$ cat src/rtl/pcr_pkg.sv
// Package for the population cost rank core: constants and the sequencer state type.
package pcr_pkg;

  localparam int POP_MAX_DEF = 32;
  localparam int DIM_MAX_DEF = 64;

  localparam int SAMPLE_W   = 16;
  localparam int COST_W     = 48;
  localparam int OIDX_W     = 5;
  localparam int ROWLEN_W   = 7;
  localparam int POPCNT_W   = 6;
  localparam int CFG_IDX_W  = 2;
  localparam int CFG_DATA_W = 7;

  localparam logic [ROWLEN_W-1:0] ROWLEN_RST = ROWLEN_W'(50);
  localparam logic [POPCNT_W-1:0] POPCNT_RST = POPCNT_W'(20);

  localparam logic [CFG_IDX_W-1:0] CFG_ROW_LENGTH       = CFG_IDX_W'(0);
  localparam logic [CFG_IDX_W-1:0] CFG_POPULATION_COUNT = CFG_IDX_W'(1);

  localparam logic [COST_W-1:0] COST_MAX = {COST_W{1'b1}};

  typedef enum logic [3:0] {
    ST_IDLE,
    ST_SQ_CUR,
    ST_DIFF,
    ST_SQ_D,
    ST_T1,
    ST_SQ_E,
    ST_ACC,
    ST_RD,
    ST_CMP,
    ST_OUT
  } state_e;

endpackage

$ cat src/rtl/population_cost_rank_core.sv
// Rosenbrock row cost over a shared multiplier, then ranked output by repeated minimum search.
//
//  channel | direction | handshake             | payload
//  in      | input     | in_valid_i/in_stall_o | in_sample_i
//  out     | output    | out_valid_o/out_stall_i | out_cost_o, out_original_index_o, out_last_o
//  cfg     | input     | cfg_valid_i/cfg_ready_o | cfg_index_i, cfg_data_i
//
// First sample of a row is only stored. Each further sample runs SQ_CUR, DIFF, SQ_D, T1,
// SQ_E and ACC: one pass of the 32x32 multiplier for cur^2, d^2 and (cur-1)^2 plus
// difference, scale and add steps. Ranking: per result a scan over the cost memory (one
// read port), a read and a compare per row of the population, then the output state.
// Reset clears control state only; the cost memory holds no reset value.
// A stalled result holds the sequencer; no input is taken until the last result goes.
module population_cost_rank_core #(
  parameter int POP_MAX = pcr_pkg::POP_MAX_DEF,
  parameter int DIM_MAX = pcr_pkg::DIM_MAX_DEF
) (
  input  logic                              clk_i,
  input  logic                              rst_ni,
  input  logic                              in_valid_i,
  output logic                              in_stall_o,
  input  logic signed [pcr_pkg::SAMPLE_W-1:0] in_sample_i,
  output logic                              out_valid_o,
  input  logic                              out_stall_i,
  output logic [pcr_pkg::COST_W-1:0]        out_cost_o,
  output logic [pcr_pkg::OIDX_W-1:0]        out_original_index_o,
  output logic                              out_last_o,
  input  logic                              cfg_valid_i,
  output logic                              cfg_ready_o,
  input  logic [pcr_pkg::CFG_IDX_W-1:0]     cfg_index_i,
  input  logic [pcr_pkg::CFG_DATA_W-1:0]    cfg_data_i
);

  localparam int IW  = $clog2(POP_MAX);
  localparam int PW  = $clog2(POP_MAX + 1);
  localparam int LW  = $clog2(DIM_MAX + 1);
  localparam int PCW = (PW > pcr_pkg::POPCNT_W) ? PW : pcr_pkg::POPCNT_W;
  localparam int LCW = (LW > pcr_pkg::ROWLEN_W) ? LW : pcr_pkg::ROWLEN_W;
  localparam int OXW = (IW > pcr_pkg::OIDX_W) ? IW : pcr_pkg::OIDX_W;
  localparam int CW  = pcr_pkg::COST_W;
  localparam int SW  = pcr_pkg::SAMPLE_W;

  pcr_pkg::state_e state_q, state_d;

  logic [pcr_pkg::ROWLEN_W-1:0] row_len_q, row_len_d;
  logic [pcr_pkg::POPCNT_W-1:0] pop_cnt_q, pop_cnt_d;
  logic [CW-1:0]  acc_q, acc_d;
  logic [SW-1:0]  prev_q, prev_d;
  logic [SW-1:0]  nxt_q, nxt_d;
  logic [LW-1:0]  elem_q, elem_d;
  logic [PW-1:0]  row_q, row_d;
  logic [63:0]    prod_q, prod_d;
  logic [31:0]    ad_q, ad_d;
  logic [33:0]    term_q, term_d;
  logic [IW-1:0]  scan_q, scan_d;
  logic [PW-1:0]  rank_q, rank_d;
  logic           have_best_q, have_best_d;
  logic [CW-1:0]  best_cost_q, best_cost_d;
  logic [IW-1:0]  best_idx_q, best_idx_d;
  logic [POP_MAX-1:0] used_q, used_d;

  logic [CW-1:0] cost_mem [POP_MAX];
  logic [CW-1:0] rdata_q;
  logic          mem_we;
  logic [IW-1:0] mem_waddr;
  logic [CW-1:0] mem_wdata;

  // effective (clamped) lengths
  logic [LCW-1:0] len_ext;
  logic [LW-1:0]  len_eff;
  logic [PCW-1:0] pop_ext;
  logic [PW-1:0]  pop_eff;

  always_comb begin
    len_ext = LCW'(row_len_q);
    if (len_ext < LCW'(2)) len_ext = LCW'(2);
    if (len_ext > LCW'(DIM_MAX)) len_ext = LCW'(DIM_MAX);
    len_eff = len_ext[LW-1:0];
    pop_ext = PCW'(pop_cnt_q);
    if (pop_ext < PCW'(1)) pop_ext = PCW'(1);
    if (pop_ext > PCW'(POP_MAX)) pop_ext = PCW'(POP_MAX);
    pop_eff = pop_ext[PW-1:0];
  end

  // shared multiplier and its operand select
  logic [31:0] mul_a;
  logic [63:0] mul_p;
  logic signed [17:0] cur_s, e_s;
  logic [16:0] cur_abs, e_abs;
  logic signed [32:0] d_s;
  logic [68:0] scaled;
  logic [CW+1:0] sum;
  logic [LW-1:0] elem_inc;
  logic [PW-1:0] row_inc;
  logic [OXW-1:0] oidx_wide;
  logic cfg_we;

  always_comb begin
    cur_s   = 18'(signed'(prev_q));
    cur_abs = cur_s[17] ? 17'(-cur_s) : cur_s[16:0];
    e_s     = cur_s - 18'sd4096;
    e_abs   = e_s[17] ? 17'(-e_s) : e_s[16:0];
    d_s     = (33'(signed'(nxt_q)) <<< 12) - signed'({1'b0, prod_q[31:0]});
    case (state_q)
      pcr_pkg::ST_SQ_D: mul_a = ad_q;
      pcr_pkg::ST_SQ_E: mul_a = 32'(e_abs);
      default:          mul_a = 32'(cur_abs);
    endcase
    mul_p  = 64'(mul_a) * 64'(mul_a);
    // 100 = 64 + 32 + 4
    scaled = (69'(prod_q) << 6) + (69'(prod_q) << 5) + (69'(prod_q) << 2);
    sum    = (CW+2)'(acc_q) + (CW+2)'(term_q) + (CW+2)'(prod_q[63:12]);
  end

  always_comb begin
    state_d     = state_q;
    row_len_d   = row_len_q;
    pop_cnt_d   = pop_cnt_q;
    acc_d       = acc_q;
    prev_d      = prev_q;
    nxt_d       = nxt_q;
    elem_d      = elem_q;
    row_d       = row_q;
    prod_d      = prod_q;
    ad_d        = ad_q;
    term_d      = term_q;
    scan_d      = scan_q;
    rank_d      = rank_q;
    have_best_d = have_best_q;
    best_cost_d = best_cost_q;
    best_idx_d  = best_idx_q;
    used_d      = used_q;
    mem_we      = 1'b0;
    mem_waddr   = row_q[IW-1:0];
    mem_wdata   = acc_q;
    elem_inc    = elem_q + LW'(1);
    row_inc     = row_q + PW'(1);
    // a pending register write holds off the sample request
    in_stall_o  = (state_q != pcr_pkg::ST_IDLE) || cfg_valid_i;
    cfg_ready_o = (state_q == pcr_pkg::ST_IDLE);
    out_valid_o = (state_q == pcr_pkg::ST_OUT);
    cfg_we      = cfg_valid_i && cfg_ready_o;

    case (state_q)
      pcr_pkg::ST_IDLE: begin
        if (cfg_we) begin
          if (cfg_index_i == pcr_pkg::CFG_ROW_LENGTH ||
              cfg_index_i == pcr_pkg::CFG_POPULATION_COUNT) begin
            if (cfg_index_i == pcr_pkg::CFG_ROW_LENGTH) row_len_d = cfg_data_i;
            else pop_cnt_d = pcr_pkg::POPCNT_W'(cfg_data_i);
            acc_d  = '0;
            elem_d = '0;
            row_d  = '0;
          end
        end else if (in_valid_i) begin
          prev_d = in_sample_i;
          nxt_d  = in_sample_i;
          if (elem_q == '0) begin
            elem_d = LW'(1);
          end else begin
            prev_d  = prev_q;
            state_d = pcr_pkg::ST_SQ_CUR;
          end
        end
      end
      pcr_pkg::ST_SQ_CUR: begin
        prod_d  = mul_p;
        state_d = pcr_pkg::ST_DIFF;
      end
      pcr_pkg::ST_DIFF: begin
        ad_d    = d_s[32] ? 32'(-d_s) : d_s[31:0];
        state_d = pcr_pkg::ST_SQ_D;
      end
      pcr_pkg::ST_SQ_D: begin
        prod_d  = mul_p;
        state_d = pcr_pkg::ST_T1;
      end
      pcr_pkg::ST_T1: begin
        term_d  = 34'(scaled[69-1:36]);
        state_d = pcr_pkg::ST_SQ_E;
      end
      pcr_pkg::ST_SQ_E: begin
        prod_d  = mul_p;
        state_d = pcr_pkg::ST_ACC;
      end
      pcr_pkg::ST_ACC: begin
        acc_d   = (sum > (CW+2)'(pcr_pkg::COST_MAX)) ? pcr_pkg::COST_MAX : sum[CW-1:0];
        prev_d  = nxt_q;
        elem_d  = elem_inc;
        state_d = pcr_pkg::ST_IDLE;
        if (elem_inc == len_eff) begin
          mem_we    = 1'b1;
          mem_wdata = acc_d;
          acc_d     = '0;
          elem_d    = '0;
          row_d     = row_inc;
          if (row_inc == pop_eff) begin
            row_d       = '0;
            scan_d      = '0;
            rank_d      = '0;
            have_best_d = 1'b0;
            used_d      = '0;
            state_d     = pcr_pkg::ST_RD;
          end
        end
      end
      pcr_pkg::ST_RD: begin
        state_d = pcr_pkg::ST_CMP;
      end
      pcr_pkg::ST_CMP: begin
        // strict compare in ascending scan keeps the lower row first on a tie
        if (!used_q[scan_q] && (!have_best_q || rdata_q < best_cost_q)) begin
          have_best_d = 1'b1;
          best_cost_d = rdata_q;
          best_idx_d  = scan_q;
        end
        if (PW'(scan_q) == pop_eff - PW'(1)) begin
          state_d = pcr_pkg::ST_OUT;
        end else begin
          scan_d  = scan_q + IW'(1);
          state_d = pcr_pkg::ST_RD;
        end
      end
      pcr_pkg::ST_OUT: begin
        if (!out_stall_i) begin
          used_d[best_idx_q] = 1'b1;
          rank_d      = rank_q + PW'(1);
          scan_d      = '0;
          have_best_d = 1'b0;
          state_d     = (rank_q == pop_eff - PW'(1)) ? pcr_pkg::ST_IDLE : pcr_pkg::ST_RD;
        end
      end
      default: state_d = pcr_pkg::ST_IDLE;
    endcase
  end

  assign oidx_wide            = OXW'(best_idx_q);
  assign out_cost_o           = best_cost_q;
  assign out_original_index_o = oidx_wide[pcr_pkg::OIDX_W-1:0];
  assign out_last_o           = (rank_q == pop_eff - PW'(1));

  always_ff @(posedge clk_i or negedge rst_ni) begin
    if (!rst_ni) begin
      state_q     <= pcr_pkg::ST_IDLE;
      row_len_q   <= pcr_pkg::ROWLEN_RST;
      pop_cnt_q   <= pcr_pkg::POPCNT_RST;
      acc_q       <= '0;
      prev_q      <= '0;
      elem_q      <= '0;
      row_q       <= '0;
      scan_q      <= '0;
      rank_q      <= '0;
      have_best_q <= 1'b0;
      used_q      <= '0;
    end else begin
      state_q     <= state_d;
      row_len_q   <= row_len_d;
      pop_cnt_q   <= pop_cnt_d;
      acc_q       <= acc_d;
      prev_q      <= prev_d;
      elem_q      <= elem_d;
      row_q       <= row_d;
      scan_q      <= scan_d;
      rank_q      <= rank_d;
      have_best_q <= have_best_d;
      used_q      <= used_d;
    end
  end

  always_ff @(posedge clk_i) begin
    nxt_q       <= nxt_d;
    prod_q      <= prod_d;
    ad_q        <= ad_d;
    term_q      <= term_d;
    best_cost_q <= best_cost_d;
    best_idx_q  <= best_idx_d;
  end

  always_ff @(posedge clk_i) begin
    if (mem_we) cost_mem[mem_waddr] <= mem_wdata;
    rdata_q <= cost_mem[scan_q];
  end

  // results only while input is held off
  a_out_blocks_in: assert property (@(posedge clk_i) disable iff (!rst_ni)
    out_valid_o |-> in_stall_o)
    else $error("result presented while input open");

  // a write to row length or population count abandons the partial row and population
  a_cfg_clears: assert property (@(posedge clk_i) disable iff (!rst_ni)
    (cfg_valid_i && cfg_ready_o && (cfg_index_i == pcr_pkg::CFG_ROW_LENGTH ||
     cfg_index_i == pcr_pkg::CFG_POPULATION_COUNT))
    |=> (elem_q == '0 && row_q == '0 && acc_q == '0))
    else $error("register write did not clear run state");

  // every presented result refers to a row not yet emitted
  a_best_unused: assert property (@(posedge clk_i) disable iff (!rst_ni)
    out_valid_o |-> (have_best_q && !used_q[best_idx_q]))
    else $error("result repeats an emitted row");

  // emitted count never reaches the population before the run ends
  a_rank_bound: assert property (@(posedge clk_i) disable iff (!rst_ni)
    out_valid_o |-> (rank_q < pop_eff))
    else $error("rank beyond population");

endmodule
$ cat config.mk
export PLATFORM = sky130hd
export DESIGN_NAME = population_cost_rank_core
export DESIGN_NICKNAME = d
export VERILOG_FILES = /design/src/rtl/pcr_pkg.sv /design/src/rtl/population_cost_rank_core.sv
export SDC_FILE = /design/constraint.sdc
export NUM_CORES = 2
export LEC_CHECK = 0
export BUFFER_PORTS_ARGS = -buffer_cell sky130_fd_sc_hd__buf_2
export CAP_MARGIN = 30
export CORE_MARGIN = 2
export CORE_UTILIZATION = 50
export CTS_CLUSTER_SIZE = 24
export DETAILED_ROUTE_END_ITERATION = 8
export GPL_ROUTABILITY_DRIVEN = 0
export PLACE_DENSITY = 0.65
export SLEW_MARGIN = 0
export SYNTH_ARGS = -nofsm -noshare
export SYNTH_HDL_FRONTEND = slang
export SYNTH_SLANG_ARGS = --single-unit
$ cat constraint.sdc
create_clock -name clk_i -period 13.86 [get_ports clk_i]
set_input_delay 3.465 -clock clk_i [delete_from_list [all_inputs] [get_ports clk_i]]
set_output_delay 3.465 -clock clk_i [all_outputs]
set_load 0.005 [all_outputs]
==> metrics.cfg <==
[critical_path]
critPathSlowestCell=clkinv_1
crit_fanout=18
r2r_slack_ns=1.34
critPathMaxStageDelay_ns=1.08
crit_family=adder cells
cp.depth=31
critPathArrivalTime_ns=13.05
cp.required_ns=14.39
r2r_end=prod_q[62]
critPathKind=reg -> reg
rr_startpoint=state_q[3]
cp-end-kind=register
path_buf_inv=5
start_kind=register
cp_common_cell=fa_1
reg2reg_depth=31

[finish]
syn2layout_area_growth_pct=10.7
mostFrequentLayoutCells=edfxtp_1 (1733), inv_1 (1068), fa_1 (898)
layout_commonest_cell=edfxtp_1
stdcell_count=11200
drive_above_1_share_pct=15.8
nets=9448

[worst_hold_path]
hold_class=reg -> reg
hold_path_startpoint=rdata_q[15]
whs_path_depth=0
min_delay_worst_endpoint=out_cost_o[15]

[power]
vdd_drop_max_uv=113
leakagePower_uw=0.0526
total_power_uw=11600
powerDensity_nw_per_um2=93.0

[grt]
grt.total_usage_pct=26.3
grt_max_degree=107
grt_pass1_wl_mm=445
grt-ovfl-total=0
grt_pass1_vias=69106
antenna_found_initial=11

[synth]
yosys.area_share.simple_pct=5.94
async_reset_ff_share_pct=7.19
synth_xor_area_share_pct=1.96
synth_compound_area_share_pct=5.09
avgSynthCellArea_sq_um=14.3
syn_nets=9287
ys_warn_count=0
synthMuxAreaShare_pct=10.7
synthAdderAreaFrac_pct=21.4
synth_seq_area_share_pct=50.2
ys_ff_latch=1919
synth_cells=7875
synth_top_family_by_area=adder cells
synth.cell_area_sq_um=112000
synth.distinct_cells=112
ys.flop_type=edfxtp_1
synth_edf_count=1733

[placed_design]
dp_hpwl_mm=199
place_inst=10827
io_buffers=86

[route]
wl_per_cell_microns=26.6
vias=66323
drtIter0Drc=6701
drc=0
avgViaCountPerCell=5.92
first_pass_iters=7
routed_wl_mm=298
antenna_left=0

[clock_network]
htreeDepth=4
clk_latency_ns=0.88
clockBufferDepth=3
path_clk_slew_ns=0.06
clockRootBuffer=clkbuf_16
post_cts_resized=0
cts-hold-fix-buffers=0
cts_tree=built
cts_buffers=193
cts_setup_buffers=0
cts_sinks=1919

[timing]
period_needed_ns=12.52
hold_viol_final=0
slew_headroom_pct=22.6
clock_skew_ns=0.139
maxSlewViolCount=0
tightestPinTransition_ns=1.16
timing.setup.tns_ns=0
rsz0062_at_grt=no
fin_crit_sh_pct=90.3
setup-violations-final=0
max_freq_mhz=79.9

[floorplan]
die_h_microns=478
pin_count=87
die_w_microns=478
core-area_sq_um=224000
die-area_sq_um=229000
start_util_pct=50.1
row_count=174

[flow_run]
max-cap-violations=0

[run_status]
status=finished clean

logic make-up (layout without fill, tap and decap cells):
group	Yosys count	after routing
other cells	0	2
fa+ha+maj	1382	1382
buf+inv	1395	1726
mux	579	579
compound gates	888	888
simple gates	1463	1463
xor+xnor	249	249
flops	1919	1919
worst reg2reg max path, delay by kind of cell (launching register included):
| family | cells | cell delay, ns |
|---|---|---|
| adder cells (fa/ha/maj) | 9 | 4.35 |
| AND/OR/NAND/NOR | 11 | 3.44 |
| AO/OA/AOI/OAI | 5 | 2.44 |
| buffers and inverters | 5 | 1.33 |
| flip-flops | 1 | 0.52 |
| XOR/XNOR | 1 | 0.12 |
final cells by class:
type,count,area [sq um]
timing repair buffer,277,2390
tap,2992,3740
antenna,2,5.00
inverter,1084,4070
clock inverter,118,1410
clock buffer,247,5180
sequential,1919,56500
multi-input combinational,4561,51100
fill,17869,99800
worst max path at each step:
stage | end | start
6_report | prod_q[62] | state_q[3]
5_1_grt | prod_q[62] | state_q[3]
4_1_cts | prod_q[62] | state_q[3]
3_5_place_dp | prod_q[62] | state_q[3]
3_3_place_gp | prod_q[62] | state_q[3]
2_1_floorplan | out_cost_o[0] | scan_q[0]
state kept, by name, summed over array words and instances (netlist names), 6 cells and up, named ones only:
| name | flops |
|---|---|
| cost_mem | 1536 |
| prod_q | 63 |
| acc_q | 48 |
| out_cost_o | 48 |
| rdata_q | 48 |
| term_q | 33 |
| used_q | 32 |
| ad_q | 31 |
| nxt_q | 16 |
| prev_q | 16 |
| elem_q | 7 |
| row_len_q | 7 |
| pop_cnt_q | 6 |
| rank_q | 6 |
| row_q | 6 |
where the power goes:
part / switching (uW) / internal [uW] / total [uW] / leakage [uW]
clock: 2310 / 3020 / 5330 / 0.00320
sequential: 0.226 / 6220 / 6220 / 0.0213
combinational: 16.7 / 4.88 / 21.7 / 0.0281
total: 2330 / 9240 / 11600 / 0.0526
through the flow:
stage | worst slack [ns] | area (sq um) | util (%) | hold WS (ns)
finish | 1.34 | 124000 | 55.5 | 0.431
global route | 1.08 | 124000 | 55.5 | 0.427
CTS | 1.68 | 124000 | 55.4 | 0.428
detailed placement | 1.77 | 118000 | 52.5 | 0.423
global placement | 2.05 | 117000 | 52.2 | 0.419
floorplan | 2.69 | 112000 | - | 0.400
synthesized netlist by cell type (26+ instances only):
master | count | area (sq um)
fa_1 | 898 | 18000
inv_1 | 1068 | 4010
o21ai_0 | 193 | 966
nor2_1 | 498 | 1870
xor2_1 | 102 | 893
buf_2 | 39 | 195
a31oi_1 | 47 | 294
mux4_2 | 490 | 11000
dfxtp_1 | 48 | 961
nor3_1 | 37 | 185
nand3_1 | 61 | 305
xnor2_1 | 146 | 1280
mux2_2 | 66 | 743
nand2_1 | 511 | 1920
o21bai_1 | 31 | 233
ha_1 | 484 | 6060
nand2b_1 | 39 | 244
a21oi_1 | 261 | 1310
a211oi_1 | 26 | 195
and3_1 | 93 | 582
nand4_1 | 60 | 375
clkbuf_1 | 211 | 792
edfxtp_1 | 1733 | 52000
and2_1 | 31 | 194
buf_1 | 49 | 184
nor2b_1 | 31 | 194
a21o_1 | 144 | 1080
dfrtp_1 | 133 | 3330
per-layer routing:
layer | part of all wire (%) | vias up | GRT usage [%]
li1 | - | 28325 | -
met1 | 40 | 34440 | 36.6
met2 | 47 | 2939 | 42.1
met3 | 8.7 | 613 | 4.54
met4 | 3.9 | 6 | 8.99
met5 | 0.011 | - | 0
Power figures use the tool's default switching activity.
